### src/hdl/tsrr_pkg.sv
// Package for the round robin / fixed priority task scheduler: codes, types, defaults.
`default_nettype none
package tsrr_pkg;

  localparam int TASKS_DEF      = 16;
  localparam int COUNT_BITS_DEF = 16;

  localparam int CMD_W    = 2;
  localparam int IDX_W    = 4;
  localparam int CODE_W   = 8;
  localparam int OUT_CNT_W = 16;
  localparam int CFG_IDX_W = 3;
  localparam int CFG_DATA_W = 16;

  typedef enum logic [CMD_W-1:0] {
    CMD_START   = 2'd0,
    CMD_YIELD   = 2'd1,
    CMD_WAKE    = 2'd2,
    CMD_SUSPEND = 2'd3
  } cmd_t;

  typedef enum logic [CFG_IDX_W-1:0] {
    REG_SCHED_MODE   = 3'd0,
    REG_SUSPEND_EN   = 3'd1,
    REG_INIT_STATE_EN = 3'd2,
    REG_INIT_MASK    = 3'd3,
    REG_COUNT_EN     = 3'd4
  } reg_idx_t;

  typedef enum logic [2:0] {
    ST_IDLE,
    ST_UPDATE,
    ST_DECIDE,
    ST_COMMIT
  } state_t;

  typedef struct packed {
    logic capture;
    logic update;
    logic decide;
    logic commit;
  } sched_ctl_t;

endpackage
`default_nettype wire

### src/hdl/tsrr_ctrl.sv
// Sequencer for the task scheduler: capture, status update, decision, commit.
`default_nettype none
module tsrr_ctrl
  import tsrr_pkg::*;
(
  input  wire logic       clk,
  input  wire logic       rst_n,
  input  wire logic       start,
  output logic            busy,
  output sched_ctl_t      ctl
);

  state_t state_r, state_nxt;

  always_ff @(posedge clk) begin
    if (!rst_n) begin
      state_r <= ST_IDLE;
    end else begin
      state_r <= state_nxt;
    end
  end

  always_comb begin
    state_nxt = state_r;
    ctl       = '0;
    busy      = 1'b1;
    unique case (state_r)
      ST_IDLE: begin
        busy = 1'b0;
        if (start) begin
          ctl.capture = 1'b1;
          state_nxt   = ST_UPDATE;
        end
      end
      ST_UPDATE: begin
        ctl.update = 1'b1;
        state_nxt  = ST_DECIDE;
      end
      ST_DECIDE: begin
        ctl.decide = 1'b1;
        state_nxt  = ST_COMMIT;
      end
      ST_COMMIT: begin
        ctl.commit = 1'b1;
        state_nxt  = ST_IDLE;
      end
      default: begin
        state_nxt = ST_IDLE;
      end
    endcase
  end

endmodule
`default_nettype wire

### src/hdl/tsrr_dpath.sv
// Datapath for the task scheduler: registers, ready vector, selection and counts.
`default_nettype none
module tsrr_dpath
  import tsrr_pkg::*;
#(
  parameter int TASKS      = TASKS_DEF,
  parameter int COUNT_BITS = COUNT_BITS_DEF
) (
  input  wire logic                  clk,
  input  wire logic                  rst_n,
  input  wire sched_ctl_t            ctl,
  input  wire logic                  cfg_we,
  input  wire logic [CFG_IDX_W-1:0]  cfg_index,
  input  wire logic [CFG_DATA_W-1:0] cfg_wdata,
  input  wire logic [CMD_W-1:0]      in_cmd,
  input  wire logic [IDX_W-1:0]      in_task_index,
  input  wire logic                  in_use_hint,
  input  wire logic [CODE_W-1:0]     in_hold_code,
  input  wire logic                  in_from_isr,
  output logic                       out_valid,
  output logic [IDX_W-1:0]           out_next_task,
  output logic                       out_selected,
  output logic                       out_swap_now,
  output logic                       out_none_ready,
  output logic [OUT_CNT_W-1:0]       out_sched_count
);

  localparam int TW = $clog2(TASKS);

  function automatic logic [TW:0] find_first(input logic [TASKS-1:0] v);
    logic [TW:0] r;
    r = '0;
    for (int i = TASKS - 1; i >= 0; i--) begin
      if (v[i]) r = {1'b1, TW'(i)};
    end
    return r;
  endfunction

  logic                  mode_r, susp_en_r, init_en_r, cnt_en_r;
  logic [CFG_DATA_W-1:0] mask_r;

  cmd_t              cmd_r;
  logic [IDX_W-1:0]  idx_r;
  logic              hint_r, isr_r;
  logic [CODE_W-1:0] code_r;

  logic [TASKS-1:0]      ready_r;
  logic [TW-1:0]         active_r;
  logic [COUNT_BITS-1:0] count_r [TASKS];

  logic [TW-1:0] pick_r;
  logic          sel_r, swap_r, none_r;

  logic          sel_nxt, swap_nxt, none_nxt;
  logic [TW-1:0] pick_nxt;

  logic             idx_ok;
  logic [TW-1:0]    idx_t;
  logic [TASKS-1:0] eff_ready, above;
  logic [TW:0]      low_ff, hi_ff;

  assign idx_ok = ({1'b0, idx_r} < 5'(TASKS));
  assign idx_t  = idx_r[TW-1:0];

  always_comb begin
    for (int i = 0; i < TASKS; i++) begin
      eff_ready[i] = ready_r[i] || !susp_en_r;
      above[i]     = (TW'(i) > active_r);
    end
  end

  assign low_ff = find_first(eff_ready);
  assign hi_ff  = find_first(eff_ready & above);

  always_comb begin
    logic          resched, has_hint;
    logic [TW:0]   rr;
    resched  = 1'b0;
    has_hint = 1'b0;
    sel_nxt  = 1'b0;
    swap_nxt = 1'b0;
    none_nxt = 1'b0;
    pick_nxt = active_r;
    rr       = hi_ff[TW] ? hi_ff : low_ff;
    unique case (cmd_r)
      CMD_START: begin
        if (!init_en_r) begin
          sel_nxt  = 1'b1;
          pick_nxt = '0;
        end else begin
          sel_nxt  = low_ff[TW];
          pick_nxt = low_ff[TW-1:0];
        end
        none_nxt = !sel_nxt;
        swap_nxt = sel_nxt;
      end
      CMD_YIELD: begin
        resched  = 1'b1;
        has_hint = mode_r && hint_r;
      end
      CMD_WAKE: begin
        resched  = susp_en_r && idx_ok && mode_r;
        has_hint = 1'b1;
      end
      CMD_SUSPEND: begin
        resched = susp_en_r && idx_ok && (idx_t == active_r);
      end
      default: ;
    endcase
    if (resched) begin
      priority if (!mode_r) begin
        sel_nxt  = rr[TW];
        pick_nxt = rr[TW-1:0];
        none_nxt = !rr[TW];
      end else if (has_hint) begin
        sel_nxt  = idx_ok && !(idx_r > 4'(active_r));
        pick_nxt = idx_t;
      end else begin
        sel_nxt  = low_ff[TW];
        pick_nxt = low_ff[TW-1:0];
        none_nxt = !low_ff[TW];
      end
      swap_nxt = sel_nxt && !isr_r;
    end
  end

  always_ff @(posedge clk) begin
    if (!rst_n) begin
      mode_r    <= 1'b0;
      susp_en_r <= 1'b1;
      init_en_r <= 1'b1;
      mask_r    <= '1;
      cnt_en_r  <= 1'b1;
    end else if (cfg_we) begin
      unique case (cfg_index)
        REG_SCHED_MODE:    mode_r    <= cfg_wdata[0];
        REG_SUSPEND_EN:    susp_en_r <= cfg_wdata[0];
        REG_INIT_STATE_EN: init_en_r <= cfg_wdata[0];
        REG_INIT_MASK:     mask_r    <= cfg_wdata;
        REG_COUNT_EN:      cnt_en_r  <= cfg_wdata[0];
        default: ;
      endcase
    end
  end

  always_ff @(posedge clk) begin
    if (ctl.capture) begin
      cmd_r  <= cmd_t'(in_cmd);
      idx_r  <= in_task_index;
      hint_r <= in_use_hint;
      code_r <= in_hold_code;
      isr_r  <= in_from_isr;
    end
    if (ctl.decide) begin
      pick_r <= pick_nxt;
      sel_r  <= sel_nxt;
      swap_r <= swap_nxt;
      none_r <= none_nxt;
    end
  end

  always_ff @(posedge clk) begin
    if (!rst_n) begin
      ready_r  <= '1;
      active_r <= '0;
      for (int i = 0; i < TASKS; i++) count_r[i] <= '0;
    end else begin
      if (ctl.update) begin
        if (cmd_r == CMD_START) begin
          ready_r <= mask_r[TASKS-1:0];
        end else if (cmd_r == CMD_WAKE && susp_en_r && idx_ok) begin
          ready_r[idx_t] <= 1'b1;
        end else if (cmd_r == CMD_SUSPEND && susp_en_r && idx_ok) begin
          ready_r[idx_t] <= (code_r == '0);
        end
      end
      if (ctl.commit && sel_r) begin
        active_r <= pick_r;
        if (cnt_en_r) count_r[pick_r] <= count_r[pick_r] + 1'b1;
      end
    end
  end

  logic [TW-1:0]         res_task;
  logic [COUNT_BITS-1:0] res_count;

  assign res_task  = sel_r ? pick_r : active_r;
  assign res_count = count_r[res_task] + COUNT_BITS'(sel_r && cnt_en_r);

  always_ff @(posedge clk) begin
    if (!rst_n) begin
      out_valid <= 1'b0;
    end else begin
      out_valid <= ctl.commit;
    end
  end

  always_ff @(posedge clk) begin
    if (ctl.commit) begin
      out_next_task   <= 4'(res_task);
      out_selected    <= sel_r;
      out_swap_now    <= swap_r;
      out_none_ready  <= none_r;
      out_sched_count <= OUT_CNT_W'(res_count);
    end
  end

endmodule
`default_nettype wire

### src/hdl/task_scheduler_rr_priority.sv
// Top level of the round robin / fixed priority task scheduler.
//
//   channel  | handshake            | payload
//   ---------+----------------------+-------------------------------------------
//   in       | start, busy          | cmd, task_index, use_hint, hold_code,
//            |                      | from_isr
//   out      | out_valid (1 cycle)  | next_task, selected, swap_now,
//            |                      | none_ready, sched_count
//   cfg      | cfg_we               | cfg_index, cfg_wdata
//
// Each item passes capture, status update, decision over the ready vector and
// commit of count and active task; out_valid is registered from commit. busy
// drops in the strobe cycle; a new item is taken only when the last is through.
// Reset sets all tasks ready, active task 0, counts 0, registers to defaults.
// Results cannot be stalled; out_valid is high for one cycle per item.
`default_nettype none
module task_scheduler_rr_priority
  import tsrr_pkg::*;
#(
  parameter int TASKS      = TASKS_DEF,
  parameter int COUNT_BITS = COUNT_BITS_DEF
) (
  input  wire logic                  clk,
  input  wire logic                  rst_n,
  input  wire logic                  start,
  output logic                       busy,
  input  wire logic [CMD_W-1:0]      in_cmd,
  input  wire logic [IDX_W-1:0]      in_task_index,
  input  wire logic                  in_use_hint,
  input  wire logic [CODE_W-1:0]     in_hold_code,
  input  wire logic                  in_from_isr,
  output logic                       out_valid,
  output logic [IDX_W-1:0]           out_next_task,
  output logic                       out_selected,
  output logic                       out_swap_now,
  output logic                       out_none_ready,
  output logic [OUT_CNT_W-1:0]       out_sched_count,
  input  wire logic                  cfg_we,
  input  wire logic [CFG_IDX_W-1:0]  cfg_index,
  input  wire logic [CFG_DATA_W-1:0] cfg_wdata
);

  sched_ctl_t ctl;

  tsrr_ctrl u_ctrl (
    .clk   (clk),
    .rst_n (rst_n),
    .start (start),
    .busy  (busy),
    .ctl   (ctl)
  );

  tsrr_dpath #(
    .TASKS      (TASKS),
    .COUNT_BITS (COUNT_BITS)
  ) u_dpath (
    .clk             (clk),
    .rst_n           (rst_n),
    .ctl             (ctl),
    .cfg_we          (cfg_we),
    .cfg_index       (cfg_index),
    .cfg_wdata       (cfg_wdata),
    .in_cmd          (in_cmd),
    .in_task_index   (in_task_index),
    .in_use_hint     (in_use_hint),
    .in_hold_code    (in_hold_code),
    .in_from_isr     (in_from_isr),
    .out_valid       (out_valid),
    .out_next_task   (out_next_task),
    .out_selected    (out_selected),
    .out_swap_now    (out_swap_now),
    .out_none_ready  (out_none_ready),
    .out_sched_count (out_sched_count)
  );

endmodule
`default_nettype wire
### config.mk
export PLATFORM = sky130hd
export DESIGN_NAME = task_scheduler_rr_priority
export DESIGN_NICKNAME = d
export VERILOG_FILES = /design/src/hdl/tsrr_pkg.sv /design/src/hdl/tsrr_ctrl.sv /design/src/hdl/tsrr_dpath.sv /design/src/hdl/task_scheduler_rr_priority.sv
export SDC_FILE = /design/constraint.sdc
export NUM_CORES = 1
export LEC_CHECK = 0
export BUFFER_PORTS_ARGS = -buffer_cell sky130_fd_sc_hd__buf_4
export CAP_MARGIN = 20
export CELL_PAD_IN_SITES_DETAIL_PLACEMENT = 0
export CELL_PAD_IN_SITES_GLOBAL_PLACEMENT = 1
export CORE_MARGIN = 2
export CORE_UTILIZATION = 55
export DETAILED_ROUTE_END_ITERATION = 10
export GPL_ROUTABILITY_DRIVEN = 0
export PLACE_DENSITY_LB_ADDON = 0.3
export SLEW_MARGIN = 20
export SYNTH_ARGS = -nofsm -noshare
export SYNTH_HDL_FRONTEND = slang
export SYNTH_HIERARCHICAL = 1
export SYNTH_SLANG_ARGS = --single-unit
export TNS_END_PERCENT = 100
### constraint.sdc
create_clock -name clk -period 8.09 [get_ports clk]
set_input_delay 1.618 -clock clk [delete_from_list [all_inputs] [get_ports clk]]
set_output_delay 1.618 -clock clk [all_outputs]
set_load 0.005 [all_outputs]
After elaboration in Yosys (flattened, before gate mapping)
Memory sizes are Yosys's and may differ from the RTL's. A register that Yosys moved wholly into a read port is not among the register bits.
Cells that the tools add are included.
{"block": "classes", "add_sub_neg": 2, "mul": 0, "div_mod_pow": 0, "magnitude_cmp": 19, "eq_ne": 12, "n_shift": 0, "mux": 76, "bitwise": 2, "reduce_logical": 43}
{"op": "5-bit 2-to-1 mux", "n": 33}
{"op": "16-bit 2-to-1 mux", "n": 4}
{"op": "4-bit greater-than comparator, first input constant", "n": 8}
{"op": "4-bit 2-to-1 mux", "n": 8}
{"op": "1-bit 2-to-1 mux", "n": 25}
{"op": "16-bit by 1-bit adder with 16-bit output", "n": 1}
{"op": "16-bit by 1-bit adder with 16-bit output, second input constant", "n": 1}
{"op": "16-bit bitwise AND", "n": 1}
{"op": "16-bit bitwise mux", "n": 1}
{"op": "3-bit by 4-bit greater-than comparator with 1-bit output, first input constant", "n": 4}
{"op": "1-bit logical OR", "n": 16}
{"op": "16-bit OR", "n": 1}
{"op": "16-bit OR reduction", "n": 1}
{"op": "3-bit by 2-bit equality test with 1-bit output, second input constant", "n": 4}
{"op": "2-bit AND reduction", "n": 6}
{"op": "1-bit logical AND", "n": 9}
{"op": "3-bit case mux with 3 select lines", "n": 1}
{"op": "1-bit by 4-bit greater-than comparator with 1-bit output, first input constant", "n": 2}
{"op": "2-bit by 4-bit greater-than comparator with 1-bit output, first input constant", "n": 2}
{"op": "8-bit zero test", "n": 1}
{"op": "3-bit by 1-bit equality test with 1-bit output, second input constant", "n": 2}
{"op": "1-bit zero test", "n": 6}
{"op": "3-bit zero test", "n": 2}
{"op": "4-bit by 5-bit less-than comparator with 1-bit output, second input constant", "n": 1}
{"op": "13 further kinds", "n": 14}
{"block": "totals", "regBits": 90, "latchBits": 0, "ram_bits": 256, "romBits": 0, "in_bits": 39, "word_cells": 178, "n_memories": 1}
{"name": "u_dpath.count_r", "depth": 16, "width": 16, "read_ports": 2, "rd_ports_with_merged_regs": 1, "wr": 16, "line_no": "tsrr_dpath.sv:49", "source": "logic [COUNT_BITS-1:0] count_r [TASKS];"}

Depth between registers and ports, before layout
{"block": "depth", "depth_word": 25, "depth_mapped": 17}

Cells and area by module
The synthesis kept the hierarchy.
{"module": "tsrr_dpath", "n_inst": 1, "cells_per_inst": 1632, "area_per_inst_um2": 18477.7, "seq_area_each_um2": 9969.6}
{"module": "tsrr_ctrl", "n_inst": 1, "cells_per_inst": 17, "area_per_inst_um2": 153.9, "seq_area_each_um2": 40.0}

Worst setup path before layout
Ideal clock, no wire load.
{"block": "synth_timing", "path_kind": "flip-flop to flip-flop", "startpoint": "register (tool-made name)", "endpoint": "memory u_dpath/count_r[0][10] (netlist bit) (data pin)", "setup_ns": 0.266, "t_arrival_ns": 3.371, "path_slack_ns": 4.453, "path_stages_with_launch": 16, "path_buffers": 7, "synth_period_minus_slack_ns": 3.637, "path_cell_list": "dfxtp_1 > buf_2 > buf_4 > buf_4 > buf_4 > buf_2 > mux2i_1 > a21oi_1 > clkbuf_1 > ha_1 > o211ai_1 > or3_1 > nor2b_2 > xnor2_2 > buf_2 > nor2_1"}
{"element": "end, declared", "line_no": "tsrr_dpath.sv:49"}

Final worst setup path
{"block": "layout_timing", "startpoint": "register u_dpath.sel_r", "endpoint": "register u_dpath.out_sched_count[15] (data pin)"}
{"block": "layout_between", "elab_chain_len": 3}
{"element": "start, declared", "line_no": "tsrr_dpath.sv:52", "source": "logic sel_r, swap_r, none_r;"}
{"element": "start signal, assigned", "line_no": "tsrr_dpath.sv:156", "source": "sel_r <= sel_nxt;"}
{"element": "4-bit 2-to-1 mux", "line_no": "tsrr_dpath.sv:187", "source": "assign res_task = sel_r ? pick_r : active_r;"}
{"element": "memory read 16 x 16 bit"}
{"element": "16-bit by 1-bit adder with 16-bit output *", "line_no": "tsrr_dpath.sv:188", "source": "assign res_count = count_r[res_task] + COUNT_BITS'(sel_r && cnt_en_r);"}
{"element": "named net u_dpath.res_count[15]", "line_no": "tsrr_dpath.sv:185", "source": "logic [COUNT_BITS-1:0] res_count;"}
{"element": "end signal, assigned", "line_no": "tsrr_dpath.sv:204", "source": "out_sched_count <= OUT_CNT_W'(res_count);"}
{"element": "end, declared", "line_no": "tsrr_dpath.sv:25", "source": "output logic [OUT_CNT_W-1:0] out_sched_count"}
Mark *: on every way through the listed nets, which the timed path passes. The rest lies on a longest branch.
A chain may end at the register's enable or synchronous reset.

==> flow_summary.yaml <==
worst_setup_path:
  crit_family: "buffers and inverters"
  cp-end-kind: "flop"
  critPathSlowestCell: "edfxtp_1"
  critical_path_class: "flop to flop"
  slowest_delay_ns: 0.72
  timing.rr.start: "u_dpath/sel_r$_DFFE_PP_"
  cp-endpoint: "u_dpath/out_sched_count[15]$_DFFE_PP_"
  start_kind: "flop"
  worstPathCellList: "mux2i_4 > buf_4 > inv_4 > buf_4 > mux2i_1 > mux2i_1 > a32oi_1 > nand2_1 > nand3_1 > nor4_2 > xor2_1"
  cp.arrival_ns: 5.04
  cp.required_ns: 8.35
  cp_max_fo: 59
  crit_path_start: "u_dpath/sel_r$_DFFE_PP_"
  reg2reg_depth: 11
  r2r_slack_ns: 3.31
  r2r_end: "u_dpath/out_sched_count[15]$_DFFE_PP_"
  cp_num_buf_inv: 3
  worst-path-stages: 11
timing:
  rsz0062_at_grt: "false"
  fin_crit_sh_pct: 59.1
  post-route-min-period_ns: 4.78
  max_freq_ghz: 0.209
  finalClockSkew_ns: 0.0134
  hold_viol_final: 0
  setup_slack_ns: 3.31
  slew_headroom_pct: 20.5
  slew_violations: 0
  tightestPinTransition_ns: 1.19
  finalSetupViolCount: 0
  setup_tns_ns: 0
place:
  io_buffers: 63
  dp_slack_ns: 3.36
  place_inst: 2060
  dp_hpwl_mm: 38.7
yosys:
  ys_top_cells_by_count: "edfxtp_1 (302), nor2_1 (297), nand2_1 (245), mux4_2 (93), nand3_1 (80)"
  synth.area.top_cells: "edfxtp_1 (49%), mux4_2 (11%), nor2_1 (6.0%)"
  async_flop_share_pct: 0
  yosys.area.top_type: "edfxtp_1"
  synth_edf_count: 302
  ys_warn_count: 6
  ys_ff_latch: 349
  synth_area_per_cell_sq_um: 11.3
  synth_flop_cell: "edfxtp_1"
  syn-cell-area_sq_um: 18600
  synth_cell_type_count: 75
  synth_most_common_cell: "edfxtp_1"
  synth_nets: 1703
  yosysTopAreaCellShare_pct: 48.7
  yosysSeqAreaShare_pct: 53.7
  syn_inst: 1649
pwr:
  switching_share_pct: 40.0
  power_density_nw_per_um2: 329
  p_int_mw: 4.06
  p_leak_nw: 7.38
  ir_worst_vdd_mv: 0.206
  seqPwrFrac_pct: 35.4
  totalPowerFinal_mw: 6.76
  p_clk_share_pct: 25.2
  p_sw_mw: 2.70
  combinationalPowerShare_pct: 39.4
drt:
  drtAntennaViolNets: 0
  num_vias: 14100
  wl_per_cell_microns: 26.5
  drc: 0
  drt-pass1-iter-count: 6
  drtIter0Drc: 1812
  wl_mm: 56.4
  vias_per_cell: 6.61
clock_network:
  cts-buffers-inserted: 38
  cts_tree: "done"
  cts_setup_buffers: 0
  clk_latency_ns: 0.53
  cts_num_sinks: 349
  cts.clk_slew.worst_paths_ns: 0.06
  cts_root_buf: "clkbuf_16"
  cts_max_level: 2
  clockBufferDepth: 3
  ctsHoldBuffers: 0
  cts.repair.resized: 0
die:
  design.core.area_sq_um: 33400
  rows: 67
  io_pins: 64
  die_w_microns: 188
  dieArea_sq_um: 35400
  start_util_pct: 55.7
  die_y_microns: 188
global_routing:
  first_global_vias: 13500
  overflow: 0
  grt_pass1_wl_mm: 84.9
  grt_usage_pct: 32.3
  antenna_found_initial: 2
  grt_max_degree: 60
run:
  drv_cap: 0
hold_path:
  hold_path_depth: 0
  worstHoldPathType: "flop to flop"
cells_and_area:
  nets: 1706
  final_cells: 2126
  layout-drive-gt1-share_pct: 16.4
  utilization_pct: 61.5
  regArea_sq_um: 10000
  multi_input_area_sq_um: 8030
  diodes: 0
  syn2layout_area_growth_pct: 10.4
  fillerInstances: 2624
outcome:
  status: "finished clean"
==> flip-flops by register name (all words and copies together), names as in the netlist, 2 cells and up, named ones only <==
signal,flops
u_dpath/idx_r,4
u_dpath/out_next_task,4
u_dpath/active_r,4
u_dpath/mask_r,16
u_dpath/out_sched_count,16
u_dpath/cmd_r,2
u_dpath/count_r,256
u_dpath/ready_r,16
u_dpath/pick_r,4
u_ctrl/state_r,2
u_dpath/code_r,8
==> cells in the final DEF (no fill, tap or decap), types with 19 or more instances in the layout <==
| master | instances |
|---|---|
| nor2b_1 | 19 |
| o311ai_0 | 19 |
| edfxtp_1 | 302 |
| mux4_2 | 93 |
| nor2_1 | 297 |
| o21ai_0 | 28 |
| buf_4 | 85 |
| nand2_1 | 245 |
| dfxtp_1 | 44 |
| clkbuf_16 | 42 |
| mux2i_1 | 57 |
| a21oi_1 | 46 |
| nand3_1 | 80 |
| inv_1 | 27 |
==> power by group through the flow <==
stage	Combinational, mW	Sequential (mW)	Clock, mW
floorplan	1.87	2.22	0
global placement	2.53	2.42	0
detailed placement	2.57	2.43	0
CTS	2.58	2.39	1.72
global route	2.78	2.42	1.79
finish	2.67	2.39	1.70
==> worst min-delay path by stage <==
stage | startpoint | endpoint | slack, ns
global route | u_dpath/none_r$_DFFE_PP_ | u_dpath/out_none_ready$_DFFE_PP_ | 0.43
finish | u_dpath/none_r$_DFFE_PP_ | u_dpath/out_none_ready$_DFFE_PP_ | 0.42
detailed placement | u_dpath/swap_r$_DFFE_PP_ | u_dpath/out_swap_now$_DFFE_PP_ | 0.41
global placement | u_dpath/swap_r$_DFFE_PP_ | u_dpath/out_swap_now$_DFFE_PP_ | 0.41
CTS | u_dpath/swap_r$_DFFE_PP_ | u_dpath/out_swap_now$_DFFE_PP_ | 0.42
floorplan | u_dpath/none_r$_DFFE_PP_ | u_dpath/out_none_ready$_DFFE_PP_ | 0.40
==> layer usage <==
layer  vias up  GRT usage [%]  wire length (microns)
li1       6092              -                      -
met1      6962           44.8                  22200
met2       848           47.6                  24800
met3       144           9.30                   6830
met4         4           13.9                   2610
met5         -              0                     32
==> area by class of cell <==
type	instances	area share [%]
inverters	29	0.553
flip-flops and latches	349	48.7
clock buffers	55	5.54
multi-input cells	1149	39.0
repair buffers	85	3.10
well taps	448	2.72
clock inverters	11	0.395
==> worst reg2reg max path, stage by stage, from the launching register on <==
cell      delay (ns)
edfxtp_1        0.72
mux2i_4         0.34
buf_4           0.28
inv_4           0.66
buf_4           0.63
mux2i_1         0.18
mux2i_1         0.53
a32oi_1         0.17
nand2_1         0.23
nand3_1         0.30
nor4_2          0.37
xor2_1          0.12
==> cell families after synthesis <==
| family | after synthesis | share of synthesized area, % |
|---|---|---|
| adder cells (fa/ha/maj) | 15 | 1.01 |
| flip-flops | 349 | 53.7 |
| multiplexers | 161 | 15.0 |
| AO/OA/AOI/OAI | 218 | 8.10 |
| XOR/XNOR | 29 | 1.63 |
| buffers and inverters | 151 | 3.77 |
| AND/OR/NAND/NOR | 726 | 16.7 |
==> per-stage QoR <==
stage          hold slack, ns  area, sq um
3_3_place_gp            0.407        19300
5_1_grt                 0.426        20600
2_1_floorplan           0.400        18600
3_5_place_dp            0.406        19300
6_report                0.416        20600
4_1_cts                 0.420        20600
Power figures use the tool's default switching activity.
